### src/sv/chte_pkg.sv
// Shared types and constants for the chained hash table engine.
// No dependencies; every other file but chte_ram imports this package.
package chte_pkg;

	// Default parameter values for the top level
	localparam int SLOTS_DEF        = 64;
	localparam int BUCKET_DEPTH_DEF = 8;
	localparam int VALUE_WIDTH_DEF  = 32;
	localparam int MAX_KEY_LEN_DEF  = 256;

	// Hash arithmetic
	localparam int          HASH_W    = 32;
	localparam int          PORT_W    = 32;
	localparam logic [31:0] HASH_SEED = 32'd7;
	localparam int          HASH_MULT = 31;

	// Request codes
	localparam logic REQ_PUT = 1'b0;
	localparam logic REQ_GET = 1'b1;

	// Result status codes
	typedef enum logic [2:0] {
		ST_OK       = 3'd0,
		ST_TOO_LONG = 3'd1,
		ST_EXISTS   = 3'd2,
		ST_NO_ITEM  = 3'd3,
		ST_FULL     = 3'd4
	} status_t;

	// Key fold outcome including the byte of the current transaction
	typedef struct packed {
		logic [HASH_W-1:0] hash;
		logic              overlong;
	} fold_t;

endpackage

### src/sv/chte_moddiv.sv
// Bucket index unit: hash modulo SLOTS by a folded reciprocal multiply.
// Depends on chte_pkg.
module chte_moddiv import chte_pkg::*; #(
	parameter int SLOTS = SLOTS_DEF
) (
	input  logic                     clk,
	input  logic                     arst_n,
	input  logic                     start,
	input  logic [HASH_W-1:0]        dividend,
	output logic                     done,
	output logic [$clog2(SLOTS)-1:0] remainder
);

	localparam int BW     = $clog2(SLOTS);
	localparam int RW     = 28;          // folded dividend stays below 2^16 * 4096
	localparam int SH     = RW + BW;
	localparam int PRW    = RW + 29;     // reciprocal fits in 29 bits
	localparam int FOLD_C = (1 << 16) % SLOTS;
	localparam logic [63:0] RECIP = ((64'd1 << SH) + 64'(SLOTS) - 64'd1) / 64'(SLOTS);

	logic [HASH_W-1:0] h_s1;
	logic              v_s1;
	logic [RW-1:0]     r1_s2;
	logic              v_s2;
	logic [RW-1:0]     r1_s3;
	logic [RW-1:0]     q_s3;
	logic              v_s3;
	logic [BW-1:0]     rem_q;
	logic              done_q;
	logic [RW-1:0]     r1_next;
	logic [PRW-1:0]    prod;
	logic [RW-1:0]     rem_full;

	// Fold the upper half down with 2^16 mod SLOTS, keeping the same remainder
	assign r1_next  = RW'(h_s1[HASH_W-1:16]) * RW'(FOLD_C) + RW'(h_s1[15:0]);
	// Quotient estimate by reciprocal, exact for every folded value
	assign prod     = PRW'(r1_s2) * PRW'(RECIP);
	// Subtract quotient times slot count
	assign rem_full = r1_s3 - q_s3 * RW'(SLOTS);

	always_ff @(posedge clk or negedge arst_n) begin
		if (!arst_n) begin
			h_s1   <= '0;
			v_s1   <= 1'b0;
			r1_s2  <= '0;
			v_s2   <= 1'b0;
			r1_s3  <= '0;
			q_s3   <= '0;
			v_s3   <= 1'b0;
			rem_q  <= '0;
			done_q <= 1'b0;
		end else begin
			v_s1   <= start;
			v_s2   <= v_s1;
			v_s3   <= v_s2;
			done_q <= v_s3;
			if (start) begin
				h_s1 <= dividend;
			end
			r1_s2 <= r1_next;
			r1_s3 <= r1_s2;
			q_s3  <= RW'(prod >> SH);
			// Hold the remainder until the next request
			if (v_s3) begin
				rem_q <= rem_full[BW-1:0];
			end
		end
	end

	assign done      = done_q;
	assign remainder = rem_q;

endmodule

### config.mk
export PLATFORM = sky130hd
export DESIGN_NAME = chte_moddiv
export DESIGN_NICKNAME = d
export VERILOG_FILES = /design/src/sv/chte_pkg.sv /design/src/sv/chte_moddiv.sv
export SDC_FILE = /design/constraint.sdc
export NUM_CORES = 1
export LEC_CHECK = 0
export BUFFER_PORTS_ARGS = -buffer_cell sky130_fd_sc_hd__buf_4
export CAP_MARGIN = 40
export CORE_MARGIN = 8
export CORE_UTILIZATION = 45
export CTS_CLUSTER_DIAMETER = 50
export CTS_CLUSTER_SIZE = 12
export DETAILED_ROUTE_END_ITERATION = 12
export PLACE_DENSITY = 0.78
export SLEW_MARGIN = 20
export SYNTH_ARGS = -nofsm -noshare
export SYNTH_HDL_FRONTEND = slang
export SYNTH_SLANG_ARGS = --single-unit
### constraint.sdc
create_clock -name clk -period 1.55 [get_ports clk]
set_clock_uncertainty 0.05 [all_clocks]
set_input_delay 0.2325 -clock clk [delete_from_list [all_inputs] [get_ports clk]]
set_output_delay 0.2325 -clock clk [all_outputs]
set_load 0.01 [all_outputs]
* After elaboration in Yosys (flattened, before gate mapping)
Cells that the tools add are included.
Storage, ports and cells: flip-flop bits (word level) 28, input port bits 35, output and inout bits 7, logic and storage cells 9
Operators by class: add/subtract/negate cells 1
Operator list (number):
- $sub 6x1->6 const B | 1

* Logic depth before layout (Yosys ltp)
depth in word-level cells 1, gate-level depth with buffers 2, depth with buffers taken out 1

* Least setup slack after synthesis
Ideal clock, no wire load.
path kind reg2reg, start reg v_s3, end reg rem_q[0], in the netlist remainder[0], library setup time 0.125 ns, arrival 0.778 ns, data required time 1.375 ns, slack 0.597 ns, cell stages (with the launch flop) 3, buffers on the path 1, clock period less this slack 0.953 ns, cells stage by stage dfrtp_1 > buf_6 > mux2_4
RTL lines:
- from (decl) | RTL line chte_moddiv.sv:27 | logic v_s3;
- from (signal assigned) | RTL line chte_moddiv.sv:55 | v_s3 <= v_s2;
- to (signal assigned) | RTL line chte_moddiv.sv:65 | rem_q <= rem_full[BW-1:0];
- to (decl) | RTL line chte_moddiv.sv:28 | logic [BW-1:0] rem_q;
No word-level cell between the ends.

* Worst setup path after layout
start reg rem_q[5], in the netlist remainder[5], end out remainder[5]
RTL lines:
- to (decl) | RTL line chte_moddiv.sv:11 | output logic [$clog2(SLOTS)-1:0] remainder
No word-level cell between the ends.

==> metrics list <==
- The run finished with clean final reports.
* Routing usage on met2: 0.0905
- Die Span X: a little over 60 µm
- Async set-or-reset flop fraction in the synthesized netlist: 1.00
- Peak fanout along the critical path: 2
- Gpl congestion: between 0.6 and 0.7
- Clock tree synthesis inserted a total of 3 buffers.
* Total clock sinks: 28
- Among all flip-flop cells after synthesis, the most frequent one is dfrtp_1.
* Drt drc: 0
- The startpoint identified for the worst register-to-register timing path is v_s3.
* M3 GR Usage: 0.0339
- Worst vdd ir: between 0.5 and 0.6 mV
- Crit path max-delay family: flip-flops
* Mean instance size in the synthesized netlist: about 22 µm²
- Total number of vias: 380
- Clock latency on the worst-skew pair, taken at its later pin, is roughly 0.30 ns.
- The synthesized design contains 28 register bits.
* Number of global-route vias before repair: between 400 and 500
- The signal on the critical path passes through buf_4.
- Count of final max-slew check failures: 0
* Critical path depth in cells: 1
- Post-DRT Antenna Nets: 0
* Port Buffer Count: 15
- Mapped Area: ~900 µm²
- Die Area: between 0.003 and 0.004 mm²
- Fraction of power consumed by combinational cells: 0.119
- After routing, the total negative slack on setup checks comes to 0 ns.
* Post-layout net count: 96
- The total overflow left after global routing is 0.
* Initial antenna violation count: 0
- Relative max-transition margin: 0.771
- The setup check on the worst reg-to-reg path leaves a slack of around 0.5 ns.
- Final period util: 0.732
* CTS root buf: clkbuf_4
- Startpoint of the most critical setup path: remainder[5]
- Pin placement for this block handled between 40 and 50 I/O pins.
- PnR worst setup slack: 0.415 ns
- For met1 alone, demand over resource in global routing was 0.0846.
- In this run, the number of DRC markers left after iteration 0 of detailed routing was 2.
- Commonest cells in the synthesized netlist: dfrtp_1, mux2_4, buf_6
* Post-CTS clock slew at the launch and capture registers of the worst setup and hold paths: between 0.1 and 0.15 ns
- Across the run, the number of max-cap violations was 0.
* Count of final setup violators: 0
- Class of the worst hold path: input pin to flip-flop
- For this configuration, the core starts out at a cell density of 0.470.
* Global-route wire length before repair: 1.81 mm
* TritonCTS clock tree: done
* Worst slack at placement: between 0.5 and 0.6 ns
- In this run the number of H-tree levels came out at 1.
* DR vias/cell: between 4 and 5
- In the final layout, the share of cells above drive strength 1 is 0.508.
* Classification of the worst setup path: flip-flop to output port
* Synthesized net count: 77
- Synth unique cells: 3
- Type of destination of the critical path: output port
* Sequential share of power: 0.669
* End point of the critical path: remainder[5]
- The share of total power dissipated in the clock network is 0.212.
- The global routing stage identified its most utilized layer as met2.
- The floorplan step defined a core boundary enclosing slightly below 0.002 mm².
- Maximum number of pins on one net before global-route repair: 29
- Top cells by area in the synthesized netlist: dfrtp_1, mux2_4, buf_6
- Summed over all cells, the static leakage comes to roughly 0.52 nW.
- Number of enable flip-flop cells after synthesis: 0
- In the final routed layout, each cell accounts on average for 11.6 µm.
* Worst path bufs/invs: 1
- Worst R2R End: remainder[1]
* CTS Buffer Depth: 2
- Of the total power, the share spent switching nets is 0.206.
- Cell taking the most area after synthesis: dfrtp_1
- Internal power: 0.995 mW
- Part of the Yosys area used for sequential elements: 0.776
- The largest individual stage delay along the critical path comes from the cell dfrtp_1.
- Data on the critical path is required at its endpoint by 1.27 ns.
- Cell with the most instances after synthesis: dfrtp_1
- In this run the core area contains 16 standard-cell rows.
- For this run, the top clock speed supported by timing is 881 MHz.
- Unrepaired setup endpoints after global routing: no
* Total wire length: roughly 1000 µm
* Signal arrival time at the worst endpoint: ~0.85 ns
* Detailed-routing iteration count for the pre-antenna-repair pass: 2
- Total routing resource utilization after global routing: 0.0675
- Cells after Synth: 42
- Cells on worst reg2reg path: 1
- The worst path in the final design needs a cycle of approximately 1.1 ns, including I/O delays and setup.
* Die boundary height: 60.8 µm
- The largest single stage delay on the critical path is approximately 0.41 ns.
* Top cell type's share of synthesized area: 0.776
* Final number of hold-violating endpoints: 0
- STA classifies the critical path startpoint as a flip-flop.
* Power per cell area: 1180 mW/mm²
- Worst-margin pin slew: between 0.3 and 0.4 ns
* Synth-to-Final Area Change: 17.3%
- The Yosys step of the flow raised 0 warnings.
* Net load switching power: 0.257 mW
* Inserted Diodes: 0
## flip-flops by register name, summed over array words and instances (netlist names)
register,count
r1_s2,6
done,1
remainder,6
v_s3,1
h_s1,6
r1_s3,6
v_s2,1
v_s1,1
## cells by family after synthesis
kind of cell	Yosys count	share of synthesized area
buffers and inverters	2	0.0249
flip-flops	28	0.776
multiplexers	12	0.199
## worst min-delay path by stage
stage	cells past startpoint	to	from
detailed placement	1	remainder[2]	arst_n
global placement	1	remainder[4]	arst_n
finish	1	v_s1	start
CTS	1	v_s1	start
floorplan	0	done	arst_n
global route	1	v_s1	start
## power by group through the flow
stage | combinational (mW) | sequential, mW | clock, mW
floorplan | 0.0738 | 0.856 | 0
global placement | 0.147 | 0.851 | 0
detailed placement | 0.151 | 0.856 | 0
CTS | 0.153 | 0.841 | 0.285
global route | 0.165 | 0.849 | 0.319
finish | 0.149 | 0.838 | 0.265
## through the flow
| stage | util | power, mW | hold WS, ns | cell area (µm²) | std cells |
|---|---|---|---|---|---|
| 2_1_floorplan | - | 0.930 | -0.113 | 903 | 42 |
| 3_3_place_gp | 0.535 | 0.997 | 0.0980 | 1030 | 82 |
| 3_5_place_dp | 0.535 | 1.01 | 0.109 | 1030 | 82 |
| 4_1_cts | 0.551 | 1.28 | 0.0554 | 1060 | 86 |
| 5_1_grt | 0.551 | 1.33 | 0.0390 | 1060 | 86 |
| 6_report | 0.551 | 1.25 | 0.0704 | 1060 | 86 |
## per-layer routing
layer  vias to the layer above  wire length (µm)
met5                         -                 0
met4                         0                17
met3                         2               103
met2                        18               394
met1                       187               483
li1                        173                 -
## what timing repair did
action / in CTS / in global routing
endpoints found under the hold margin: 28 / 0
buffers inserted: 0 / 0
hold buffers: 1 / 0
gates resized for setup: 0 / 0
## final cells by class
cell class | instances | area [µm²]
Fill cell | 163 | 862
Multi-Input combinational cell | 12 | 180
Tap cell | 27 | 33.8
Clock buffer | 3 | 22.5
Sequential cell | 28 | 701
Timing Repair Buffer | 16 | 123
## layout by cell type, fill, tap and decap left out
cell	n
dfrtp_1	28
dlygate4sd3_1	1
mux2_4	12
buf_4	15
clkbuf_4	3
(Power assumes the default switching activity.)
