<file path="src/sv/chte_pkg.sv">
// Shared types and constants for the chained hash table engine.
// No dependencies; every other file but chte_ram imports this package.
package chte_pkg;

	// Default parameter values for the top level
	localparam int SLOTS_DEF        = 64;
	localparam int BUCKET_DEPTH_DEF = 8;
	localparam int VALUE_WIDTH_DEF  = 32;
	localparam int MAX_KEY_LEN_DEF  = 256;

	// Hash arithmetic
	localparam int          HASH_W    = 32;
	localparam int          PORT_W    = 32;
	localparam logic [31:0] HASH_SEED = 32'd7;
	localparam int          HASH_MULT = 31;

	// Request codes
	localparam logic REQ_PUT = 1'b0;
	localparam logic REQ_GET = 1'b1;

	// Result status codes
	typedef enum logic [2:0] {
		ST_OK       = 3'd0,
		ST_TOO_LONG = 3'd1,
		ST_EXISTS   = 3'd2,
		ST_NO_ITEM  = 3'd3,
		ST_FULL     = 3'd4
	} status_t;

	// Key fold outcome including the byte of the current transaction
	typedef struct packed {
		logic [HASH_W-1:0] hash;
		logic              overlong;
	} fold_t;

endpackage

</file>
<file path="src/sv/chte_keyfold.sv">
// Key byte folding: running hash, byte position and overlong flag.
// Depends on chte_pkg.
module chte_keyfold import chte_pkg::*; #(
	parameter int MAX_KEY_LEN = MAX_KEY_LEN_DEF
) (
	input  logic       clk,
	input  logic       arst_n,
	input  logic       accept,
	input  logic       byte_present,
	input  logic [7:0] key_byte,
	input  logic       key_last,
	output fold_t      fold
);

	localparam int PW  = $clog2(MAX_KEY_LEN + 1);
	localparam int MW  = PW + 5;
	localparam logic [PW-1:0] MAX_POS = PW'(MAX_KEY_LEN);

	logic [HASH_W-1:0] hash_q;
	logic [PW-1:0]     pos_q;
	logic [MW-1:0]     pos31_q;   // position times the hash multiplier
	logic              overlong_q;
	logic              fold_byte;
	logic [MW+7:0]     term;

	// Fold the current byte unless the key has already reached its limit
	assign fold_byte = byte_present && (pos_q < MAX_POS);
	assign term      = (MW+8)'(key_byte) * (MW+8)'(pos31_q);

	always_comb begin
		fold.hash     = hash_q;
		fold.overlong = overlong_q;
		if (byte_present) begin
			if (fold_byte) begin
				fold.hash = hash_q + HASH_W'(term);
			end else begin
				fold.overlong = 1'b1;
			end
		end
	end

	// Advance on every accepted transaction, restart after the key ends
	always_ff @(posedge clk or negedge arst_n) begin
		if (!arst_n) begin
			hash_q     <= HASH_SEED;
			pos_q      <= '0;
			pos31_q    <= '0;
			overlong_q <= 1'b0;
		end else if (accept) begin
			if (key_last) begin
				hash_q     <= HASH_SEED;
				pos_q      <= '0;
				pos31_q    <= '0;
				overlong_q <= 1'b0;
			end else begin
				hash_q     <= fold.hash;
				overlong_q <= fold.overlong;
				if (fold_byte) begin
					pos_q   <= pos_q + PW'(1);
					pos31_q <= pos31_q + MW'(HASH_MULT);
				end
			end
		end
	end

endmodule

</file>
<file path="config.mk">
export PLATFORM = sky130hd
export DESIGN_NAME = chte_keyfold
export DESIGN_NICKNAME = d
export VERILOG_FILES = /design/src/sv/chte_pkg.sv /design/src/sv/chte_keyfold.sv
export SDC_FILE = /design/constraint.sdc
export NUM_CORES = 1
export LEC_CHECK = 0
export BUFFER_PORTS_ARGS = -buffer_cell sky130_fd_sc_hd__buf_2
export CAP_MARGIN = 40
export CORE_AREA = 2 2 130 132
export DETAILED_ROUTE_END_ITERATION = 10
export DIE_AREA = 0 0 132 134
export PLACE_DENSITY = 0.64
export SYNTH_ARGS = -nofsm -noshare
export SYNTH_HDL_FRONTEND = slang
export SYNTH_SLANG_ARGS = --single-unit
</file>
<file path="constraint.sdc">
create_clock -name clk -period 4.3 [get_ports clk]
set_input_delay 0.215 -clock clk [delete_from_list [all_inputs] [get_ports clk]]
set_output_delay 0.215 -clock clk [all_outputs]
set_load 0.02 [all_outputs]
</file>
After elaboration in Yosys (flattened, before gate mapping)
Index checks and enable logic that the tools add are counted.
- bits in registers: 56
- input bits: 13
- output and inout port bits: 33
- logic and storage cells: 21
- add/sub/neg operators: 3
- multiply operators: 1
- $lt $le $gt $ge: 1
- multiplexer cells: 9
- reduce and logical (&&, ||, !) cells: 3
- operator list (operator ; number):
    $mux W32 ; 2
    $mux W33 ; 1
    $add A32 B22 Y32 ; 1
    $mux W14 ; 2
    $mul A8 B14 Y22 ; 1
    $mux W9 ; 2
    $add A14 B5 Y14 const B ; 1
    $add A9 B1 Y9 const B ; 1
    $lt A9 B9 Y1 const B ; 1
    $mux W1 ; 2
    $reduce_and A2 Y1 ; 1
    $reduce_bool A2 Y1 ; 1
    $logic_and A1 B1 Y1 ; 1

Depth between registers and ports, before layout
- depth in word-level cells: 5
- mapped depth: 19
- gate-level depth less buffers: 17

Least setup slack after synthesis
No wires, ideal clock.
- kind: reg-to-output
- from: reg pos31_q[8]
- to: out fold[29] in the netlist's numbering
- arrival: 4.647 ns
- required time: 4.085 ns
- path slack: -0.562 ns
- stages on the path, launching flop included: 17
- path buffers: 1
- path through: dfrtp_1 > clkbuf_1 > and2_1 > fa_1 > fa_1 > fa_1 > inv_1 > fa_1 > inv_1 > ha_1 > a21oi_1 > nor2_1 > nor4b_1 > o21ai_1 > a31oi_2 > nor2_1 > xor2_1
- RTL lines (element ; line ; RTL):
    from (decl) ; chte_keyfold.sv:21 ; logic [MW-1:0] pos31_q;
    from (signal assigned) ; chte_keyfold.sv:60 ; pos31_q <= pos31_q + MW'(HASH_MULT);
    to (decl) ; chte_keyfold.sv:12 ; output fold_t fold

==> flow_summary.json <==
{
  "ys_async_sr_fraction_pct": 100,
  "cts_tree": "done",
  "synth_top_area_share_pct": 25.4,
  "root_buffer": "clkbuf_16",
  "fin_crit_ns": 4.96,
  "max_stage_delay_ns": 0.51,
  "fin_area_um2": 10100,
  "cap_violations": 0,
  "crit_chain": "clkbuf_4, and2_1, fa_1, fa_1, fa_1, inv_1, fa_1, inv_2, ha_4, buf_4, o211ai_1, nor2_2, buf_4, buf_4, a31oi_4, nor2_4, xnor2_4, buf_6",
  "hpwl_mm": 14.9,
  "status": "finished with violations",
  "end_kind": "primary output",
  "core_um2": 16300,
  "synth_edf_count": 0,
  "grt_max_degree": 39,
  "rows": 47,
  "cp.arrival_ns": 4.75,
  "synth_ff_type": "dfrtp_1",
  "synth_largest_area_cell": "fa_1",
  "share_seq_of_total_power_pct": 11.7,
  "io_pins": 46,
  "io_buffers": 45,
  "nFillCells": 1398,
  "drv_slew": 0,
  "power_leakage_uw": 0.00489,
  "grt-ovfl-total": 0,
  "switching_share_pct": 45.3,
  "cts.reportedPaths.clkPinSlew_ns": 0.09,
  "dp_cells": 1186,
  "path_class": "flop to primary output",
  "numCtsBuffers": 5,
  "grt_pass1_vias": 6390,
  "p_per_area_nw_per_um2": 569,
  "violations": "negative setup slack",
  "slew_headroom_pct": 40.3,
  "post-route-util_pct": 61.8,
  "drt_iter0_drc": 296,
  "fin_cells": 1234,
  "place_congestion": 0.852,
  "ys_ff_latch": 56,
  "die_w_um": 132,
  "routedWlPerCell_um": 16.6,
  "grt_pass1_wl_mm": 32.7,
  "drive_gt1_share_pct": 38.9,
  "area_growth_syn_to_layout_pct": 39.0,
  "setup_slack_ns": -0.662,
  "p_sw_uw": 2600,
  "required_ns": 4.09,
  "timing.final.hold_violations": 0,
  "synth-seq-area-share_pct": 19.4,
  "dr.pass1.iters": 4,
  "antenna_found_initial": 0,
  "clock_sinks": 56,
  "drc": 0,
  "vias_per_cell": 5.14,
  "initial_core_util_pct": 44.5,
  "tightest_slew_ns": 0.893,
  "netlist_area_um2": 7250,
  "clock_latency_ns": 0.32,
  "crit_path_top_delay_cell": "fa_1",
  "ir_drop_uv": 739,
  "syn_inst": 868,
  "max-clock-path-buffers": 2,
  "h-tree-depth": 2,
  "preCtsSetupSlack_ns": -0.481,
  "track_usage_pct": 23.2,
  "syn_nets": 1022,
  "n_antenna_cell": 0,
  "cpMostUsedCell": "fa_1",
  "synthTopCellsByArea": "fa_1, dfrtp_1, ha_1",
  "combPwrFrac_pct": 80.3,
  "yosysWarnings": 0,
  "ys_types": 55,
  "nets": 1167,
  "timing.final.crit_share_pct": 115,
  "vias": 6344,
  "postSynthAreaPerCell_um2": 8.35,
  "antenna_left": 0,
  "grt_setup_unrepaired": "yes",
  "die_y_um": 134,
  "cp_max_fo": 4,
  "placed_cell_area_um2": 8770,
  "fin_skew_ns": 0.0143,
  "startpoint_type": "flop",
  "hold_class": "primary input to flop",
  "p_int_uw": 3140,
  "fmax_mhz": 202,
  "finalSetupViolCount": 48,
  "clkPwrFrac_pct": 8.0,
  "die_area_um2": 17700,
  "routed_wl_mm": 20.5
}
sequential cells by signal, indices dropped and copies added (netlist names):
name / count
hash_q: 32
pos_q: 9
pos31_q: 14
overlong_q: 1
Yosys cell counts, types with 2 or more instances:
cell type / count
o211ai_1: 4
nand4_1: 7
nor2b_1: 3
o21ai_1: 40
and2_1: 71
fa_1: 92
a31oi_1: 4
a22o_1: 4
o22ai_1: 8
and3_1: 3
xor2_1: 17
a21o_1: 10
buf_1: 3
nand3_1: 8
xnor2_1: 18
o31ai_1: 3
nand2_1: 117
dfstp_2: 3
inv_1: 159
clkbuf_1: 34
or4_1: 2
or3_1: 8
nor3_1: 5
ha_1: 49
a31oi_2: 2
a21oi_1: 37
o21bai_1: 4
a31o_2: 2
mux2i_1: 2
o221ai_1: 3
nor2_1: 37
o21ai_0: 32
buf_2: 3
dfrtp_1: 53
what timing repair did:
action	in CTS	in global routing
pin swaps	67	54
endpoints found under the hold margin	19	0
hold buffers	1	0
resized for setup	128	96
buffers inserted	22	22
endpoints found under the setup margin	50	52
final timing paths:
| check | depth (start not counted) | endpoint | slack [ns] | from |
|---|---|---|---|---|
| max in group asynchronous | 3 | pos31_q[6] | 2.95 | arst_n |
| worst min-delay path | 2 | hash_q[7] | 0.28 | accept |
| min in group asynchronous | 2 | hash_q[31] | 0.40 | arst_n |
| worst max register to register | 23 | hash_q[10] | -0.52 | pos31_q[5] |
| worst min register to register | 2 | pos_q[1] | 0.51 | pos_q[1] |
| worst max-delay path | 18 | fold[32] | -0.66 | pos31_q[7] |
through the flow:
step / setup TNS, ns / hold WS [ns] / total power (uW)
finish: -18.18 / 0.280 / 5730
global placement: -12.43 / 0.210 / 4060
CTS: -17.43 / 0.285 / 5210
floorplan: -0.476 / -0.0806 / 2970
detailed placement: -14.07 / 0.220 / 4120
global route: -25.48 / 0.294 / 6180
routing by layer:
| metal | wire length (um) | part of all wire, % | track usage, % |
|---|---|---|---|
| met1 | 8930 | 44 | 31.2 |
| met2 | 10400 | 51 | 41.1 |
| met5 | 0 | 0 | 0 |
| met4 | 406 | 2.0 | 4.17 |
| met3 | 713 | 3.5 | 2.65 |
cells in the final DEF, fill, tap and decap left out, drive strengths merged, types with 3 or more instances in the layout:
cell type | netlist | layout
or3 | 8 | 8
fa | 92 | 92
nor2 | 37 | 37
a21o | 10 | 10
clkbuf | 34 | 6
xor2 | 17 | 17
nand4 | 7 | 7
nand3 | 8 | 8
dfrtp | 53 | 53
o221ai | 3 | 3
nor2b | 3 | 3
a22o | 4 | 4
dfstp | 3 | 3
a31o | 3 | 3
inv | 160 | 162
xnor2 | 18 | 18
o22ai | 8 | 8
nor3 | 6 | 6
and3 | 4 | 4
and2 | 72 | 72
buf | 6 | 176
nand2 | 117 | 117
o211ai | 5 | 5
a31oi | 6 | 6
o21bai | 4 | 4
o31ai | 3 | 3
a21oi | 37 | 37
ha | 49 | 49
o21ai | 72 | 72
logic make-up (layout without fill, tap and decap cells):
logic type               Yosys count  count (layout)  share of synthesized area, %
AND/OR/NAND/NOR                  272             272                          18.5
XOR/XNOR                          35              35                          4.23
buffers and inverters            200             346                          10.4
multiplexers                       2               2                         0.276
AO/OA/AOI/OAI                    162             162                          13.3
adder cells (fa/ha/maj)          141             141                          33.9
flip-flops                        56              56                          19.4
power by group through the flow:
stage          Sequential (uW)  Clock [uW]  Combinational (uW)
6_report                   669         460                4610
5_1_grt                    677         490                5020
4_1_cts                    680         468                4060
3_5_place_dp               686           0                3430
3_3_place_gp               684           0                3380
2_1_floorplan              641           0                2330
cell type report:
class / instances / area [um2] / area share [%]
clock inverter: 3 / 25.0 / 0.248
sequential: 56 / 1420 / 14.1
tap: 220 / 275 / 2.73
clock buffer: 5 / 125 / 1.24
multi-input combinational: 612 / 6150 / 61.0
inverter: 160 / 603 / 5.99
timing repair buffer: 178 / 1480 / 14.7
critical path, delay by kind of cell (launching register included):
kind,cells,cell delay (ns)
and+or+nand+nor,3,0.39
buffers and inverters,7,0.83
xor gates and xnor gates,1,0.16
AOI/OAI and AO/OA,2,0.51
DFF,1,0.41
adders and majority gates,5,2.14
No activity file was read; power rests on OpenSTA's default activity.
